File: src/rtl/core/tgi_pkg.sv
// Package for the turtle graphics interpreter: types, codes, CORDIC constants.
// No dependencies.
package tgi_pkg;
    typedef enum logic [3:0] {
        ACT_NONE = 4'd0, ACT_DRAW = 4'd1, ACT_MOVE = 4'd2, ACT_LEFT = 4'd3,
        ACT_RIGHT = 4'd4, ACT_PUSH = 4'd5, ACT_POP = 4'd6, ACT_PUSH_LEFT = 4'd7,
        ACT_POP_RIGHT = 4'd8
    } act_code_t;

    localparam logic [2:0] REG_START_X = 3'd0;
    localparam logic [2:0] REG_START_Y = 3'd1;
    localparam logic [2:0] REG_START_HEADING = 3'd2;
    localparam logic [2:0] REG_STEP_LENGTH = 3'd3;
    localparam logic [2:0] REG_TURN_ANGLE = 3'd4;
    localparam logic [2:0] REG_ACTIONS_A = 3'd5;
    localparam logic [2:0] REG_ACTIONS_B = 3'd6;
    localparam logic [2:0] REG_SYMBOL_COUNT = 3'd7;

    localparam logic [1:0] FAULT_NONE = 2'd0;
    localparam logic [1:0] FAULT_FULL = 2'd1;
    localparam logic [1:0] FAULT_EMPTY = 2'd2;

    localparam logic signed [33:0] CORDIC_GAIN = 34'sd652032874;

    typedef enum logic [2:0] {
        ST_IDLE, ST_SCAN, ST_EXEC, ST_POPRD, ST_CORDIC, ST_MUL, ST_OUT
    } state_t;

    typedef struct packed {
        logic start;
        logic [15:0] heading;
    } cordic_req_t;

    typedef struct packed {
        logic done;
        logic signed [33:0] cos_v;
        logic signed [33:0] sin_v;
    } cordic_rsp_t;

    function automatic logic signed [33:0] atan_lut(input logic [4:0] i);
        logic signed [33:0] r;
        begin
            unique case (i)
                5'd0: r = 34'sh20000000;  5'd1: r = 34'sh12E4051E;
                5'd2: r = 34'sh09FB385B;  5'd3: r = 34'sh051111D4;
                5'd4: r = 34'sh028B0D43;  5'd5: r = 34'sh0145D7E1;
                5'd6: r = 34'sh00A2F61E;  5'd7: r = 34'sh00517C55;
                5'd8: r = 34'sh0028BE53;  5'd9: r = 34'sh00145F2F;
                5'd10: r = 34'sh000A2F98; 5'd11: r = 34'sh000517CC;
                5'd12: r = 34'sh00028BE6; 5'd13: r = 34'sh000145F3;
                5'd14: r = 34'sh0000A2FA; 5'd15: r = 34'sh0000517D;
                5'd16: r = 34'sh000028BE; 5'd17: r = 34'sh0000145F;
                5'd18: r = 34'sh00000A30; 5'd19: r = 34'sh00000518;
                5'd20: r = 34'sh0000028C; 5'd21: r = 34'sh00000146;
                5'd22: r = 34'sh000000A3; 5'd23: r = 34'sh00000051;
                default: r = 34'sh0;
            endcase
            return r;
        end
    endfunction
endpackage

File: src/rtl/core/tgi_cordic.sv
// Iterative CORDIC rotator: one micro-rotation per cycle, one shared adder set.
// Depends on tgi_pkg.
module tgi_cordic import tgi_pkg::*; #(
    parameter int CORDIC_STEPS = 16
) (
    input  logic        aclk,
    input  logic        aresetn,
    input  cordic_req_t req,
    output cordic_rsp_t rsp
);
    localparam int SW = $clog2(CORDIC_STEPS + 1);

    logic signed [33:0] x_reg, y_reg, z_reg;
    logic signed [33:0] x_next, y_next, z_next;
    logic [SW-1:0] step_reg, step_next;
    logic busy_reg, busy_next, flip_reg, flip_next, done_reg, done_next;
    logic [15:0] h_fold;
    logic fold;
    logic signed [33:0] xs, ys;

    always_comb begin
        fold = (req.heading > 16'h4000) && (req.heading < 16'hC000);
        h_fold = fold ? req.heading + 16'h8000 : req.heading;
        xs = x_reg >>> step_reg;
        ys = y_reg >>> step_reg;
        x_next = x_reg;
        y_next = y_reg;
        z_next = z_reg;
        step_next = step_reg;
        busy_next = busy_reg;
        flip_next = flip_reg;
        done_next = 1'b0;
        if (req.start) begin
            x_next = CORDIC_GAIN;
            y_next = '0;
            z_next = {{2{h_fold[15]}}, h_fold, 16'h0};
            step_next = '0;
            busy_next = 1'b1;
            flip_next = fold;
        end else if (busy_reg) begin
            if (!z_reg[33]) begin
                x_next = x_reg - ys;
                y_next = y_reg + xs;
                z_next = z_reg - atan_lut(5'(step_reg));
            end else begin
                x_next = x_reg + ys;
                y_next = y_reg - xs;
                z_next = z_reg + atan_lut(5'(step_reg));
            end
            step_next = step_reg + 1'b1;
            if (step_reg == SW'(CORDIC_STEPS - 1)) begin
                busy_next = 1'b0;
                done_next = 1'b1;
            end
        end
    end

    always_ff @(posedge aclk) begin
        x_reg <= x_next;
        y_reg <= y_next;
        z_reg <= z_next;
        step_reg <= step_next;
        flip_reg <= flip_next;
        if (!aresetn) begin
            busy_reg <= 1'b0;
            done_reg <= 1'b0;
        end else begin
            busy_reg <= busy_next;
            done_reg <= done_next;
        end
    end

    assign rsp.done = done_reg;
    assign rsp.cos_v = flip_reg ? -x_reg : x_reg;
    assign rsp.sin_v = flip_reg ? -y_reg : y_reg;
endmodule

File: config.mk
export PLATFORM = sky130hd
export DESIGN_NAME = tgi_cordic
export DESIGN_NICKNAME = d
export VERILOG_FILES = /design/src/rtl/core/tgi_pkg.sv /design/src/rtl/core/tgi_cordic.sv
export SDC_FILE = /design/constraint.sdc
export NUM_CORES = 1
export LEC_CHECK = 0
export BUFFER_PORTS_ARGS = -buffer_cell sky130_fd_sc_hd__buf_2
export CAP_MARGIN = 20
export CORE_MARGIN = 8
export CORE_UTILIZATION = 58
export DETAILED_ROUTE_END_ITERATION = 7
export PLACE_DENSITY = 0.9
export SYNTH_ARGS = -nofsm -noshare
export SYNTH_HDL_FRONTEND = slang
export SYNTH_SLANG_ARGS = --single-unit
File: constraint.sdc
create_clock -name aclk -period 5.5 [get_ports aclk]
set_clock_uncertainty 0.1 [all_clocks]
set_input_delay 0.825 -clock aclk [delete_from_list [all_inputs] [get_ports aclk]]
set_output_delay 0.825 -clock aclk [all_outputs]
set_load 0.05 [all_outputs]
==> results_dict.tcl, run 1 <==
set metrics [dict create \
    outcome "aborted with a tool error" \
    stop_stage "5_1_grt" \
    error_line "[ERROR GRT-0232] Routing congestion too high. Check the congestion heatmap in the GUI." \
    cts_sinks 140 \
    routabilityCongestion 1.24 \
    cts-root-buf "clkbuf_16" \
    yosysWarnings 0 \
    overflow 3 \
    grt_max_degree 65 \
    portBuffers 87 \
    hpwl_um 49200 \
    htreeDepth 4 \
    synth_edf_count 19 \
    synth_most_common_cell "nand2_1" \
    yosysSeqAreaShare 0.164 \
    initial_core_util 0.584 \
    ys_types 96 \
    num_rows 65 \
    synth-async-reset-ratio 0 \
    ys_top_cells_by_area "dfxtp_1, mux4_2, ha_1" \
    syn-instance-count 2274 \
    syn-mean-instance-area_um2 8.04 \
    pin_count 88 \
    grtUsageTotal 0.712 \
    die_h_um 194 \
    die_width_um 194 \
    synth_area_leader_cell "dfxtp_1" \
    syn_area_mm2 0.0183 \
    synth-seq-cells 140 \
    cts_made_buffers 17 \
    cts_buffer_depth 2 \
    synth_nets 2409 \
    yosysTopAreaCellShare 0.133 \
    synthFlopType "dfxtp_1" \
    synth_common_cells "nand2_1, nor2_1, a21oi_1" \
]
through the flow:
| stage | TNS [ps] | hold WS [ps] | cells | worst slack, ps | instance area (µm²) |
|---|---|---|---|---|---|
| floorplan | 0 | 332 | 2274 | 18.5 | 18300 |
| CTS | -151 | 376 | 2966 | -48.7 | 22200 |
| detailed placement | -6160 | 363 | 2893 | -727 | 20800 |
| global placement | -249 | 348 | 2893 | -103 | 20800 |
timing repair:
item,in CTS
hold buffers,0
buffers inserted,39
endpoints found under the setup margin,31
pin swaps,48
resized for setup,101
gates cloned,2
routing by layer:
metal  overflow  track usage
met3          0        0.689
met5          1        0.532
met2          0        0.795
met4          1        0.690
met1          1        0.683
cells by family after synthesis:
| group | after synthesis | synth area share |
|---|---|---|
| XOR/XNOR | 237 | 0.114 |
| adder cells (fa/ha/maj) | 116 | 0.0806 |
| AND/OR/NAND/NOR | 702 | 0.187 |
| buffers and inverters | 235 | 0.0586 |
| flip-flops | 140 | 0.164 |
| AO/OA/AOI/OAI | 664 | 0.235 |
| multiplexers | 180 | 0.162 |
==> run 2: changes to the inputs <==
--- a/config.mk
+++ b/config.mk
@@ -8,9 +8,9 @@
 export BUFFER_PORTS_ARGS = -buffer_cell sky130_fd_sc_hd__buf_2
 export CAP_MARGIN = 20
 export CORE_MARGIN = 8
-export CORE_UTILIZATION = 58
+export CORE_UTILIZATION = 40
 export DETAILED_ROUTE_END_ITERATION = 7
-export PLACE_DENSITY = 0.9
+export PLACE_DENSITY_LB_ADDON = 0.15
 export SYNTH_ARGS = -nofsm -noshare
 export SYNTH_HDL_FRONTEND = slang
 export SYNTH_SLANG_ARGS = --single-unit
==> constraint.sdc (replaced) <==
create_clock -name aclk -period 7.15 [get_ports aclk]
set_clock_uncertainty 0.1 [all_clocks]
set_input_delay 1.0725 -clock aclk [delete_from_list [all_inputs] [get_ports aclk]]
set_output_delay 1.0725 -clock aclk [all_outputs]
set_load 0.05 [all_outputs]
==> run 2 against run 1 <==
Net effect: the run now ends clean; synthesized area unchanged; synthesized cell count did not move.
==> results_dict.tcl, run 2 <==
set metrics [dict create \
    fin_area_mm2 0.0196 \
    outcome "completed" \
    yosysSeqAreaShare 0.164 \
    placed_cell_area_mm2 0.0190 \
    setup_viol 0 \
    cts-root-buf "clkbuf_16" \
    initial_core_util 0.404 \
    pin_count 88 \
    yosysTopAreaCellShare 0.133 \
    htreeDepth 4 \
    diodes 0 \
    hold_viol_final 0 \
    syn-instance-count 2274 \
    synthFlopType "dfxtp_1" \
    cts_buffer_depth 2 \
    slew_headroom 0.198 \
    antenna_found_initial 0 \
    final_common_cell "nand2_1" \
    hold_class "reg2reg" \
    r2r-end "x_reg[33]" \
    pre_cts_ws_ps 496 \
    clk_pin_slew_ps 80 \
    powerDensity_mw_per_mm2 495 \
    synth-async-reset-ratio 0 \
    startpoint_type "flip-flop" \
    cts_sinks 140 \
    num_rows 78 \
    r2r_slack_ps 490 \
    synth_edf_count 19 \
    crit_required_ps 7400 \
    ys_top_cells_by_area "dfxtp_1, mux4_2, ha_1" \
    post-route-period-util 0.931 \
    min_from "z_reg[14]" \
    synth-seq-cells 140 \
    syn_to_final_growth_pct 7.43 \
    worst-setup-path-type "reg2reg" \
    ys_types 96 \
    worst_pin_slew_ps 1200 \
    period_needed_ps 6660 \
    yosysWarnings 0 \
    die_h_um 230 \
    fmax_ghz 0.150 \
    critPathMaxFanout 36 \
    cts_made_buffers 17 \
    syn_area_mm2 0.0183 \
    cp-end-kind "flip-flop" \
    core_area_mm2 0.0453 \
    fillCellCount 4651 \
    drt-total-wl_um 63800 \
    vdd_drop_max_mv 0.324 \
    cp_data_arrival_time_ps 6910 \
    drc 0 \
    finalMaxSlewViolations 0 \
    hpwl_um 48800 \
    synth_common_cells "nand2_1, nor2_1, a21oi_1" \
    routabilityCongestion 0.961 \
    synth_area_leader_cell "dfxtp_1" \
    maxCapViolCount 0 \
    synth_most_common_cell "nand2_1" \
    grt_max_degree 58 \
    grt_pass1_wl_um 99600 \
    nNetsFinal 2382 \
    drt_iter0_markers 1559 \
    grtUsageTotal 0.235 \
    min_to "z_reg[14]" \
    portBuffers 87 \
    cts_tree "yes" \
    firstDrtPassIters 6 \
    die_width_um 230 \
    viasPerCell 6.16 \
    dieArea_mm2 0.0528 \
    first_global_vias 16936 \
    fin_setup_tns_ps 0 \
    rsz0062_at_grt "false" \
    post-route-util 0.434 \
    syn-mean-instance-area_um2 8.04 \
    overflow 0 \
    r2r-start "step_reg[2]" \
    postCtsHoldBufs 0 \
    leakagePower_nw 7.90 \
    clock_latency_ps 480 \
    vias 17610 \
    fin_ws_ps 491 \
    hold_depth 2 \
    drive_gt1_frac 0.142 \
    synth_nets 2409 \
    r2r_cells 26 \
    antenna_left 0 \
    wl_per_cell_um 22.3 \
    final_cell_mix "nand2_1, nor2_1, a21oi_1" \
]
## run 2: how the worst max path moves through the flow
stage                           start   endpoint  cells past startpoint
after floorplan           step_reg[1]  x_reg[33]                     28
after global routing      step_reg[2]  x_reg[33]                     25
after global placement    step_reg[0]  y_reg[33]                     23
final                     step_reg[2]  x_reg[33]                     26
after CTS                 step_reg[0]  y_reg[32]                     21
after detailed placement  step_reg[1]  y_reg[32]                     21
## run 2: layout make-up
type	instances	area (µm²)	area share
inverter	57	214	0.0109
clock inverter	14	143	0.00726
clock buffer	18	450	0.0229
timing repair buffer	132	860	0.0438
multi-input combinational	1899	14200	0.724
sequential	140	3010	0.153
tap	600	751	0.0382
## run 2: layer usage
metal	vias to the layer above	track usage	routed length, µm
li1	8335	-	-
met3	113	0.0410	3820
met2	587	0.397	30500
met4	0	0.0756	1760
met1	8575	0.301	27700
met5	-	0	0
## run 2: repair_timing
item                                    in CTS  in global routing
buffers inserted                             0                  2
resized for setup                            0                  0
endpoints found under the setup margin       0                  3
## run 2: critical path: stages (launching register included)
cell      delay, ps
dfxtp_2         930
buf_4           360
nor3_1           80
buf_4           200
buf_4           200
a32oi_1         230
nand2_1          90
a221oi_2        320
nand2_1         170
or3b_1          410
nor2b_1         290
and2_1          280
nand2_1         100
nand2b_1         90
xnor2_1         120
ha_1            320
a21oi_1         220
a31oi_1         130
o21ai_0         300
nand3b_1        120
nor3_1          220
nor3_1          130
o21ai_0         310
a21oi_1         130
o21a_1          200
o21ai_1         150
mux2_1          320
## run 2: kinds of logic after synthesis
logic type,Yosys count,share of synthesized area
multiplexers,180,0.162
XOR/XNOR,237,0.114
AND/OR/NAND/NOR,702,0.187
AO/OA/AOI/OAI,664,0.235
flip-flops,140,0.164
buffers and inverters,235,0.0586
adder cells (fa/ha/maj),116,0.0806
## run 2: report_power, final
part | leakage, nW | internal [mW] | switching [mW]
clock network | 0.291 | 0.484 | 0.441
registers | 1.20 | 1.01 | 0.588
logic | 6.41 | 2.88 | 4.32
total | 7.90 | 4.37 | 5.35
## run 2: through the flow
step                      power, mW  hold WS (ps)  instances
after floorplan                7.02           332       2274
after detailed placement       8.71           361       2826
after global placement         8.69           347       2825
after global routing           10.5           398       2860
final                          9.72           377       2860
after CTS                      9.69           379       2858
(Power assumes the default switching activity.)
==> run 3: changes to the inputs <==
--- a/config.mk
+++ b/config.mk
@@ -10,7 +10,9 @@
 export CORE_MARGIN = 8
 export CORE_UTILIZATION = 40
 export DETAILED_ROUTE_END_ITERATION = 7
+export GPL_TIMING_DRIVEN = 0
 export PLACE_DENSITY_LB_ADDON = 0.15
+export RECOVER_POWER = 100
 export SYNTH_ARGS = -nofsm -noshare
 export SYNTH_HDL_FRONTEND = slang
 export SYNTH_SLANG_ARGS = --single-unit
==> run 3 against run 2 <==
Net effect: critical path type unchanged; largest cell class unchanged; flip-flop and latch count did not move; clock-buffer cell count rose by 2; cell count rose by 5.1%; global-route usage rose by 7.8 points; wire length rose by 34%; sequential power fell by 22%; register-to-register slack got worse by 300 ps; via count rose by 8.7%; largest power group unchanged; critical path depth fell by 5; clock power rose by 12%; first-iteration DRC count rose by 21%; hold slack got worse by 9.4 ps.
==> results_dict.tcl, run 3 (same netlist as run 2, synthesis figures left out) <==
set metrics [dict create \
    period_needed_ps 6960 \
    critPathBufInv 3 \
    rsz0062_at_grt "true" \
    cts_buffer_depth 2 \
    worst_pin_slew_ps 1250 \
    finalPower_mw 10.2 \
    powerDensity_mw_per_mm2 503 \
    grtUsageTotal 0.312 \
    portBuffers 87 \
    setup_viol 0 \
    dieArea_mm2 0.0528 \
    grt_pass1_wl_um 123000 \
    firstDrtPassIters 7 \
    worst-setup-path-type "reg2reg" \
    drt_iter0_markers 1881 \
    final_cell_mix "nand2_1, nor2_1, clkbuf_1, a21oi_1, xnor2_1" \
    slowest_delay_ps 500 \
    finalMaxSlewViolations 0 \
    whs_ps 368 \
    initial_core_util 0.404 \
    die_width_um 230 \
    pin_count 88 \
    clock_latency_ps 500 \
    fin_setup_tns_ps 0 \
    antenna_found_initial 0 \
    routabilityCongestion 1.07 \
    pwr-share-comb 0.776 \
    htreeDepth 4 \
    viasPerCell 6.37 \
    pwr-share-clk 0.102 \
    cpMostUsedCell "buf_2" \
    cp_data_arrival_time_ps 7200 \
    drt-total-wl_um 85500 \
    hold_viol_final 0 \
    drc 0 \
    dp.cells 2965 \
    path_delay_family "compound AO/OA/AOI/OAI gates" \
    nNetsFinal 2527 \
    die_h_um 230 \
    syn_to_final_growth_pct 11.3 \
    pwr-share-seq 0.122 \
    switchingPower_mw 5.70 \
    fmax_ghz 0.144 \
    slew_headroom 0.170 \
    post-route-period-util 0.973 \
    diodes 0 \
    slowest_stage "a21oi_1" \
    cp-end-kind "flip-flop" \
    switching_share 0.558 \
    overflow 0 \
    num_rows 78 \
    clk_pin_slew_ps 70 \
    antenna_left 0 \
    post-route-util 0.449 \
    outcome "completed" \
    vias 19137 \
    path_cells "buf_2 > buf_2 > buf_2 > a31o_2 > a21oi_1 > a21oi_1 > and3_1 > a31oi_1 > xnor2_1 > ha_1 > a21o_1 > a221oi_1 > o221ai_1 > nor2_1 > nor2_1 > o41a_1 > a41oi_2 > o21ai_0 > a31oi_1 > xor2_1 > o21ai_0" \
    crit_required_ps 7390 \
    cts-root-buf "clkbuf_16" \
    final_common_cell "nand2_1" \
    core_area_mm2 0.0453 \
    cts_made_buffers 17 \
    critPathMaxFanout 10 \
    leakagePower_nw 7.99 \
    hpwl_um 66700 \
    grt_max_degree 20 \
    cts_sinks 140 \
    hold_class "reg2reg" \
    startpoint_type "flip-flop" \
    internal-power_mw 4.52 \
    wl_per_cell_um 28.4 \
    cts_tree "yes" \
    drive_gt1_frac 0.112 \
    first_global_vias 18020 \
    vdd_drop_max_mv 0.341 \
    maxCapViolCount 0 \
    stdcell_count 3005 \
]
-- run 3: final cells by class --
class	count	area (µm²)
sequential	140	2990
inverter	57	214
clock buffer	20	479
multi-input combinational	1899	14300
buffer	177	906
timing repair buffer	100	497
clock inverter	12	173
tap	600	751
fill	4586	24900
-- run 3: path summary, 6_finish.rpt --
kind          startpoint        end  slack, ps  cells past startpoint
max          step_reg[3]  y_reg[32]        190                     21
min             z_reg[7]   z_reg[7]        370                      2
max reg2reg  step_reg[3]  y_reg[32]        190                     21
min reg2reg     z_reg[7]   z_reg[7]        370                      2
-- run 3: power groups by stage --
stage               logic (mW)  registers, mW  clock network [mW]
floorplan                 5.87           1.15                   0
global route              8.54           1.26                1.09
global placement          7.62           1.24                   0
detailed placement        7.69           1.25                   0
finish                    7.93           1.24                1.04
CTS                       7.78           1.23                1.07
-- run 3: per-stage QoR --
| stage | instance area (µm²) | setup WS [ps] |
|---|---|---|
| floorplan | 18300 | 1390 |
| global placement | 19500 | -776 |
| detailed placement | 19500 | -797 |
| CTS | 20300 | 54.9 |
| global route | 20300 | -7.30 |
| finish | 20300 | 191 |
-- run 3: per-layer routing --
| metal | up-vias | GRT usage | share of wire |
|---|---|---|---|
| met5 | - | 0 | 0 |
| met4 | 0 | 0.173 | 0.057 |
| li1 | 8619 | - | - |
| met2 | 969 | 0.501 | 0.46 |
| met1 | 9340 | 0.382 | 0.40 |
| met3 | 209 | 0.0763 | 0.084 |
-- run 3: worst register-to-register path, cell delays in order (launching register included) --
cell and delay, ps:
dfxtp_1 490, buf_2 370, buf_2 420, buf_2 440, a31o_2 250, a21oi_1 210, a21oi_1 510, and3_1 500
a31oi_1 160, xnor2_1 380, ha_1 360, a21o_1 200, a221oi_1 370, o221ai_1 220, nor2_1 200, nor2_1 110
o41a_1 450, a41oi_2 320, o21ai_0 240, a31oi_1 260, xor2_1 160, o21ai_0 80
-- run 3: timing repair --
action | CTS | global route
pin swaps | 3 | 2
hold buffers | 0 | 0
resized for setup | 25 | 27
endpoints found under the setup margin | 11 | 9
cloned | 0 | 0
hold endpoints to repair | 0 | 0
setup buffers | 3 | 2
